--- src/hw/rtl/sle_pkg.sv ---
// Shared types and codes for the sequential list engine.
`timescale 1ns / 1ps

package sle_pkg;

	// Request commands, as carried on the input tuser field.
	typedef enum logic [2:0] {
		CMD_GET       = 3'd0,
		CMD_FIND      = 3'd1,
		CMD_COUNT     = 3'd2,
		CMD_INSERT    = 3'd3,
		CMD_DEL_AT    = 3'd4,
		CMD_DEL_FIRST = 3'd5,
		CMD_DEL_ALL   = 3'd6,
		CMD_CLEAR     = 3'd7
	} cmd_t;

	// Result status codes.
	typedef enum logic [1:0] {
		ST_OK    = 2'd0,
		ST_RANGE = 2'd1,
		ST_FULL  = 2'd2
	} status_t;

	typedef struct packed {
		cmd_t               command;
		logic [7:0]         position;
		logic signed [31:0] value;
	} req_t;

	typedef struct packed {
		status_t            status;
		logic signed [31:0] result_value;
		logic [7:0]         found_position;
		logic [7:0]         match_count;
		logic [7:0]         list_size;
	} rsp_t;

endpackage

--- src/hw/rtl/sequential_list_engine_unit.sv ---
// Top level of the sequential list engine: stream ports and result register.
`timescale 1ns / 1ps
// Get reads one entry, errors and clear answer without reading the store, find, count and
// the value deletes walk the whole list, and a delete or insert at position P walks the
// entries from P to the end; one store word is read per cycle.
// One request at a time; the next is taken once the walk of the current one ends and its
// result has moved to the output register.
// Reset clears the entry count and the handshake state; the entry store is not cleared
// and needs no clearing pass, since only entries below the count are ever read.
module sequential_list_engine_unit #(
	parameter int CAPACITY = 128
) (
	input  logic        clk,
	input  logic        arst_n,
	input  logic        s_tvalid,
	output logic        s_tready,
	input  logic [39:0] s_tdata,  // [7:0] position, [39:8] value
	input  logic [2:0]  s_tuser,  // [2:0] command
	output logic        m_tvalid,
	input  logic        m_tready,
	output logic [55:0] m_tdata,  // [31:0] result_value, [39:32] found_position,
	                              // [47:40] match_count, [55:48] list_size
	output logic [1:0]  m_tuser   // [1:0] status
);

	import sle_pkg::*;

	req_t req;
	rsp_t rsp;
	logic rsp_valid;
	logic rsp_ready;
	logic seq_ready;
	rsp_t out_q;
	logic out_valid_q;

	// Unpack the incoming transfer into the request fields.
	assign req.command  = cmd_t'(s_tuser);
	assign req.position = s_tdata[7:0];
	assign req.value    = s_tdata[39:8];

	// The sequencer only looks at a request while it is idle, and takes it at once.
	assign s_tready = seq_ready;

	sle_seq #(
		.CAPACITY (CAPACITY)
	) u_seq (
		.clk       (clk),
		.arst_n    (arst_n),
		.req_valid (s_tvalid),
		.req_ready (seq_ready),
		.req       (req),
		.rsp_valid (rsp_valid),
		.rsp_ready (rsp_ready),
		.rsp       (rsp)
	);

	// The output register frees the sequencer from the output side: a finished
	// result moves here as soon as the register is empty or being drained,
	// and the sequencer returns to idle to take the next request.
	assign rsp_ready = !out_valid_q || m_tready;

	always_ff @(posedge clk or negedge arst_n) begin
		if (!arst_n) begin
			out_valid_q <= 1'b0;
		end else begin
			if (rsp_valid && rsp_ready) begin
				out_valid_q <= 1'b1;
			end else if (m_tready) begin
				out_valid_q <= 1'b0;
			end
		end
	end

	always_ff @(posedge clk) begin
		if (rsp_valid && rsp_ready) begin
			out_q <= rsp;
		end
	end

	assign m_tvalid = out_valid_q;
	assign m_tuser  = out_q.status;
	assign m_tdata  = {out_q.list_size, out_q.match_count, out_q.found_position,
		out_q.result_value};

endmodule

--- src/hw/rtl/sle_ram.sv ---
// Generic single-write, single-read RAM with registered read data.
`timescale 1ns / 1ps

module sle_ram #(
	parameter int WIDTH = 32,
	parameter int DEPTH = 128
) (
	input  logic                     clk,
	input  logic                     wr_en,
	input  logic [$clog2(DEPTH)-1:0] wr_addr,
	input  logic [WIDTH-1:0]         wr_data,
	input  logic                     rd_en,
	input  logic [$clog2(DEPTH)-1:0] rd_addr,
	output logic [WIDTH-1:0]         rd_data
);

	logic [WIDTH-1:0] mem [DEPTH];

	always_ff @(posedge clk) begin
		if (wr_en) begin
			mem[wr_addr] <= wr_data;
		end
		if (rd_en) begin
			rd_data <= mem[rd_addr];
		end
	end

endmodule

--- src/hw/rtl/sle_seq.sv ---
// Sequencer, element compare unit and entry store of the list engine.
`timescale 1ns / 1ps

module sle_seq #(
	parameter int CAPACITY = 128
) (
	input  logic          clk,
	input  logic          arst_n,
	input  logic          req_valid,
	output logic          req_ready,
	input  sle_pkg::req_t req,
	output logic          rsp_valid,
	input  logic          rsp_ready,
	output sle_pkg::rsp_t rsp
);

	import sle_pkg::*;

	localparam int AW = $clog2(CAPACITY);
	localparam int CW = $clog2(CAPACITY + 1);
	localparam int LW = (CW >= 8) ? CW + 1 : 8;

	typedef enum logic [3:0] {
		S_IDLE = 4'b0001,
		S_SCAN = 4'b0010,
		S_INS  = 4'b0100,
		S_RESP = 4'b1000
	} state_t;

	state_t        state_q;
	logic [CW-1:0] n_q;
	cmd_t          cmd_q;
	logic [AW-1:0] pm1_q;
	logic [31:0]   val_q;
	logic [AW-1:0] rp_q;
	logic [CW-1:0] left_q;
	logic          dv_q;
	logic [AW-1:0] di_q;
	logic [CW-1:0] w_q;
	logic          hit_q;
	logic [CW-1:0] fpos_q;
	logic [CW-1:0] mcnt_q;
	logic [31:0]   rval_q;
	status_t       status_q;

	logic          rd_en;
	logic [31:0]   rd_data;
	logic          wr_en;
	logic [AW-1:0] wr_addr;
	logic [31:0]   wr_data;
	logic          eq;
	logic          at_pos;
	logic          is_del;
	logic [LW-1:0] pos_x;
	logic [LW-1:0] n_x;
	logic          bad_rd;
	logic          bad_ins;

	sle_ram #(
		.WIDTH (32),
		.DEPTH (CAPACITY)
	) u_ram (
		.clk     (clk),
		.wr_en   (wr_en),
		.wr_addr (wr_addr),
		.wr_data (wr_data),
		.rd_en   (rd_en),
		.rd_addr (rp_q),
		.rd_data (rd_data)
	);

	assign req_ready = (state_q == S_IDLE);
	assign rsp_valid = (state_q == S_RESP);
	assign rd_en     = (state_q == S_SCAN) && (left_q != '0);

	assign pos_x   = LW'(req.position);
	assign n_x     = LW'(n_q);
	assign bad_rd  = (req.position == 8'd0) || (pos_x > n_x);
	assign bad_ins = (req.position == 8'd0) || (pos_x > n_x + LW'(1));

	assign is_del = (cmd_q == CMD_DEL_AT) || (cmd_q == CMD_DEL_FIRST) ||
		(cmd_q == CMD_DEL_ALL);

	// Shared compare unit: every returned word is tested against the request value.
	assign eq     = (rd_data == val_q);
	assign at_pos = (di_q == pm1_q);

	always_comb begin
		wr_en   = 1'b0;
		wr_addr = AW'(w_q);
		wr_data = rd_data;
		if ((state_q == S_SCAN) && dv_q) begin
			case (cmd_q)
				CMD_INSERT: begin
					wr_en   = 1'b1;
					wr_addr = di_q + AW'(1);
				end
				CMD_DEL_AT:    wr_en = !at_pos;
				CMD_DEL_FIRST: wr_en = !(eq && !hit_q);
				CMD_DEL_ALL:   wr_en = !eq;
				default:       wr_en = 1'b0;
			endcase
		end else if (state_q == S_INS) begin
			wr_en   = 1'b1;
			wr_addr = pm1_q;
			wr_data = val_q;
		end
	end

	assign rsp.status         = status_q;
	assign rsp.result_value   = rval_q;
	assign rsp.found_position = 8'(fpos_q);
	assign rsp.match_count    = 8'(mcnt_q);
	assign rsp.list_size      = 8'(n_q);

	always_ff @(posedge clk or negedge arst_n) begin
		if (!arst_n) begin
			state_q  <= S_IDLE;
			n_q      <= '0;
			dv_q     <= 1'b0;
			left_q   <= '0;
			cmd_q    <= CMD_GET;
			pm1_q    <= '0;
			val_q    <= '0;
			rp_q     <= '0;
			di_q     <= '0;
			w_q      <= '0;
			hit_q    <= 1'b0;
			fpos_q   <= '0;
			mcnt_q   <= '0;
			rval_q   <= '0;
			status_q <= ST_OK;
		end else begin
			case (state_q)
				S_IDLE: begin
					if (req_valid) begin
						cmd_q    <= req.command;
						val_q    <= req.value;
						pm1_q    <= AW'(pos_x - LW'(1));
						status_q <= ST_OK;
						rval_q   <= '0;
						fpos_q   <= '0;
						mcnt_q   <= '0;
						hit_q    <= 1'b0;
						dv_q     <= 1'b0;
						rp_q     <= '0;
						w_q      <= '0;
						left_q   <= n_q;
						state_q  <= S_SCAN;
						case (req.command)
							CMD_GET: begin
								if (bad_rd) begin
									status_q <= ST_RANGE;
									state_q  <= S_RESP;
								end else begin
									rp_q   <= AW'(pos_x - LW'(1));
									left_q <= CW'(1);
								end
							end
							CMD_INSERT: begin
								if (bad_ins) begin
									status_q <= ST_RANGE;
									state_q  <= S_RESP;
								end else if (n_x == LW'(CAPACITY)) begin
									status_q <= ST_FULL;
									state_q  <= S_RESP;
								end else begin
									rp_q   <= AW'(n_q - CW'(1));
									left_q <= CW'(n_x - pos_x + LW'(1));
								end
							end
							CMD_DEL_AT: begin
								if (bad_rd) begin
									status_q <= ST_RANGE;
									state_q  <= S_RESP;
								end else begin
									rp_q   <= AW'(pos_x - LW'(1));
									w_q    <= CW'(pos_x - LW'(1));
									left_q <= CW'(n_x - pos_x + LW'(1));
								end
							end
							CMD_CLEAR: begin
								n_q     <= '0;
								state_q <= S_RESP;
							end
							default: begin
								// Find, count and the value deletes walk the whole list.
							end
						endcase
					end
				end
				S_SCAN: begin
					dv_q <= rd_en;
					di_q <= rp_q;
					if (rd_en) begin
						left_q <= left_q - CW'(1);
						if (cmd_q == CMD_INSERT) begin
							rp_q <= rp_q - AW'(1);
						end else begin
							rp_q <= rp_q + AW'(1);
						end
					end
					if (dv_q) begin
						if (is_del && wr_en) begin
							w_q <= w_q + CW'(1);
						end
						case (cmd_q)
							CMD_GET: rval_q <= rd_data;
							CMD_DEL_AT: begin
								if (at_pos) begin
									rval_q <= rd_data;
								end
							end
							CMD_FIND, CMD_DEL_FIRST: begin
								if (eq && !hit_q) begin
									hit_q  <= 1'b1;
									fpos_q <= CW'(di_q) + CW'(1);
									if (cmd_q == CMD_DEL_FIRST) begin
										mcnt_q <= CW'(1);
									end
								end
							end
							CMD_COUNT, CMD_DEL_ALL: begin
								if (eq) begin
									mcnt_q <= mcnt_q + CW'(1);
								end
							end
							default: begin
							end
						endcase
					end
					if (!rd_en && !dv_q) begin
						if (cmd_q == CMD_INSERT) begin
							state_q <= S_INS;
						end else begin
							if (is_del) begin
								n_q <= w_q;
							end
							state_q <= S_RESP;
						end
					end
				end
				S_INS: begin
					n_q     <= n_q + CW'(1);
					state_q <= S_RESP;
				end
				S_RESP: begin
					if (rsp_ready) begin
						state_q <= S_IDLE;
					end
				end
				default: state_q <= S_IDLE;
			endcase
		end
	end

endmodule
--- config.mk ---
export PLATFORM = sky130hd
export DESIGN_NAME = sequential_list_engine_unit
export DESIGN_NICKNAME = d
export VERILOG_FILES = /design/src/hw/rtl/sle_pkg.sv /design/src/hw/rtl/sequential_list_engine_unit.sv /design/src/hw/rtl/sle_ram.sv /design/src/hw/rtl/sle_seq.sv
export SDC_FILE = /design/constraint.sdc
export NUM_CORES = 2
export LEC_CHECK = 0
export BUFFER_PORTS_ARGS = -buffer_cell sky130_fd_sc_hd__buf_2
export CORE_ASPECT_RATIO = 0.6
export CORE_MARGIN = 2
export CORE_UTILIZATION = 45
export DETAILED_ROUTE_END_ITERATION = 12
export HOLD_SLACK_MARGIN = 0.03
export SLEW_MARGIN = 20
export SYNTH_ARGS = -nofsm -noshare
export SYNTH_HDL_FRONTEND = slang
export SYNTH_HIERARCHICAL = 1
export SYNTH_SLANG_ARGS = --single-unit
--- constraint.sdc ---
create_clock -name clk -period 6.45 [get_ports clk]
set_clock_uncertainty 0.2 [all_clocks]
set_input_delay 0.645 -clock clk [delete_from_list [all_inputs] [get_ports clk]]
set_output_delay 0.645 -clock clk [all_outputs]
set_load 0.1 [all_outputs]
==> qor.yml <==
global_route:
  grt_pass1_wl_mm: 651.6
  antenna_found_initial: 84
  track_usage_pct: 25.05
  grt_pass1_vias: 77274
  grt_max_degree: 129
  grt-ovfl-total: 0
layout:
  final_cell_mix: "4,186 x edfxtp_1, 1,344 x mux4_2, 398 x clkbuf_16"
  fin_area_mm2: 0.1899
  nNetsFinal: 7690
  final_common_cell: "edfxtp_1"
  areaGrowthSynthToFinish_pct: 13.61
  drive_above_1_share_pct: 32.28
routing:
  vias: 81819
  drc: 0
  antenna_left: 0
  wire_per_inst_um: 36.99
  drt_iter0_drc: 14276
  dr.pass1.iters: 6
  wl_mm: 475.5
  vias_per_cell: 6.365
clock_tree:
  cts_root_buf: "clkbuf_16"
  cts_buffers: 392
  clock_latency_ps: 940
  cts_tree: "built"
  cts.clk_slew.worst_paths_ps: 70
  cts_sinks: 4323
  cts-htree-levels: 5
  clockBufferDepth: 4
power_and_ir_drop:
  p_leak_nw: 44.49
  design_power_total_w: 0.05387
  peakVddDrop_v: 0.0002376
  p_per_area_mw_per_mm2: 283.7
worst_setup_path:
  max_stage_delay_ps: 780
  cpMaxStageDelayCell: "nor4_1"
  crit_arrival_ps: 5600
  startpoint_type: "flop"
  required_ps: 6900
  r2r_slack_ps: 1310
  crit_chain: "xor2_1, nor4_1, nand4_1, or2_1, nor3b_1, o31ai_1, a41o_1, nor2b_1, nand2_1, buf_4, nor2_4, buf_4"
  crit_top_cell: "buf_4"
  crit_path_end_kind: "flop"
  cp_max_fo: 21
  setup.worst_path.class: "flop to flop"
yosys:
  synthFlopType: "edfxtp_1"
  ys_seq_elements: 4323
  yosys_warnings: 6
  synth_edf_count: 4186
  synth_fp_nets: 7215
  synthCells: 7122
  syn_avg_cell_area_um2: 23.47
  synthArstFlopShare_pct: 3.169
  ys_types: 81
  syn_area_mm2: 0.1672
  ys_seq_area_share_pct: 77.25
floorplan:
  fp.coreArea_mm2: 0.3699
  initial_core_util_pct: 45.18
  die_area_mm2: 0.3765
  boundaryPins: 107
  die_y_um: 476.1
  std_cell_rows: 173
  die_x_um: 790.8
timing:
  drv_slew: 0
  setup_viol: 0
  max-slew-margin-rel_pct: 20.06
  worst_slew_pin_slew_ps: 1199
  hold_viol: 0
  setup_ws_ps: 1305
  rsz0062_at_grt: "false"
  finalCritPeriodShare_pct: 79.76
  min_period_ps: 5145
  timing.fmax_mhz: 194.4
  tns_ps: 0
min_path:
  hp-class: "input port to async pin"
flow_run:
  max-cap-violations: 0
placement:
  dpl.hpwl_mm: 299.9
  io_buffers: 106
  place_ws_ps: 1580
  gpl.final_weighted_congestion: 0.8916
  place_area_mm2: 0.1766
outcome:
  outcome: "finished, final reports clean"
final cells by class:
class / instances / area [um^2]
repair buffers: 450 / 4167
clock inverters: 244 / 2357
flip-flops and latches: 4323 / 129200
inverters: 65 / 244.0
diodes: 34 / 85.08
well taps: 4900 / 6131
multi-input cells: 2365 / 37480
clock buffers: 474 / 10280
fillers: 28143 / 180000
path summary, 6_finish.rpt:
kind                                   startpoint                endpoint  cells past startpoint
max                        u_seq/u_ram/rd_data[1]  u_seq/u_ram/mem[34][7]                     12
min                                        arst_n         u_seq/mcnt_q[4]                      2
max reg2reg                u_seq/u_ram/rd_data[1]  u_seq/u_ram/mem[34][7]                     12
min reg2reg                       u_seq/fpos_q[2]             m_tdata[34]                      0
max in group asynchronous                  arst_n          u_seq/val_q[2]                      3
min in group clk                       s_tdata[6]          u_seq/pm1_q[6]                      3
synthesized netlist by cell type, drive strengths merged, types with 4 or more instances:
master | instances | area [um^2]
a221o | 10 | 100.1
ha | 43 | 538.0
nand4 | 9 | 56.30
a31oi | 8 | 50.05
and2 | 6 | 42.54
and3 | 6 | 37.54
o21ai | 84 | 424.2
or3 | 8 | 50.05
nor3 | 25 | 125.1
o22ai | 7 | 43.79
o31ai | 7 | 52.55
xnor2 | 26 | 227.7
a21oi | 37 | 192.7
nor2 | 178 | 670.7
nand2 | 284 | 1066
nand2b | 12 | 90.09
nand3b | 4 | 30.03
xor2 | 45 | 394.1
o32ai | 4 | 35.03
nor2b | 11 | 68.82
nand3 | 76 | 402.9
mux4 | 1344 | 30270
clkbuf | 221 | 829.6
buf | 148 | 709.4
nor4 | 11 | 68.82
or2 | 4 | 25.03
edfxtp | 4186 | 125700
dfrtp | 136 | 3403
mux2 | 41 | 461.7
a211oi | 9 | 67.56
nor4b | 5 | 58.80
inv | 64 | 240.2
a21o | 6 | 45.04
critical path: cells and delay by family, from the launching register on:
family	cells	cell delay, ps
simple gates	7	2390
buf+inv	2	930
compound gates	2	640
flops	1	430
xor+xnor	1	200
flip-flops by register name, summed over array words and instances, names as in the netlist:
signal               cells
m_tuser                  2
u_seq/mcnt_q             8
u_seq/di_q               7
u_seq/u_ram/mem       4096
u_seq/status_q           2
m_tdata                 56
u_seq/cmd_q              3
m_tvalid                 1
u_seq/rval_q            32
u_seq/state_q            4
u_seq/fpos_q             8
u_seq/w_q                8
u_seq/pm1_q              7
u_seq/u_ram/rd_data     32
u_seq/val_q             32
u_seq/n_q                8
u_seq/rp_q               7
u_seq/left_q             8
u_seq/dv_q               1
u_seq/hit_q              1
report_power, final:
| group | internal, W | switching (W) | total, W |
|---|---|---|---|
| clock network | 0.0130 | 0.0104 | 0.0234 |
| registers | 0.0303 | 0 | 0.0303 |
| logic | 0.0000479 | 0.0000748 | 0.000123 |
| total | 0.0434 | 0.0105 | 0.0539 |
timing repair:
| action | in CTS | in global routing |
|---|---|---|
| hold buffers | 41 | 0 |
| hold endpoints to repair | 105 | 0 |
| buffers inserted | 0 | 0 |
| gates resized for setup | 0 | 0 |
layer usage:
| metal | GRT usage (%) | part of all wire, % |
|---|---|---|
| met1 | 40.34 | 43 |
| met4 | 5.142 | 2.2 |
| met3 | 9.599 | 15 |
| met5 | 0 | 0.071 |
| met2 | 32.13 | 40 |
through the flow:
stage	instances	hold slack, ps	util [%]
after floorplan	7122	149.4	-
after global placement	12042	232.1	47.66
after detailed placement	12055	230.7	47.74
after CTS	12814	34.19	51.27
after global routing	12821	80.48	51.31
final	12855	59.80	51.34
cells by family after synthesis:
| group | synth area share (%) |
|---|---|
| AO/OA/AOI/OAI | 0.8421 |
| flip-flops | 77.25 |
| XOR/XNOR | 0.3720 |
| adder cells (fa/ha/maj) | 0.3578 |
| AND/OR/NAND/NOR | 1.704 |
| buffers and inverters | 1.067 |
| multiplexers | 18.40 |
(Power assumes the default switching activity.)
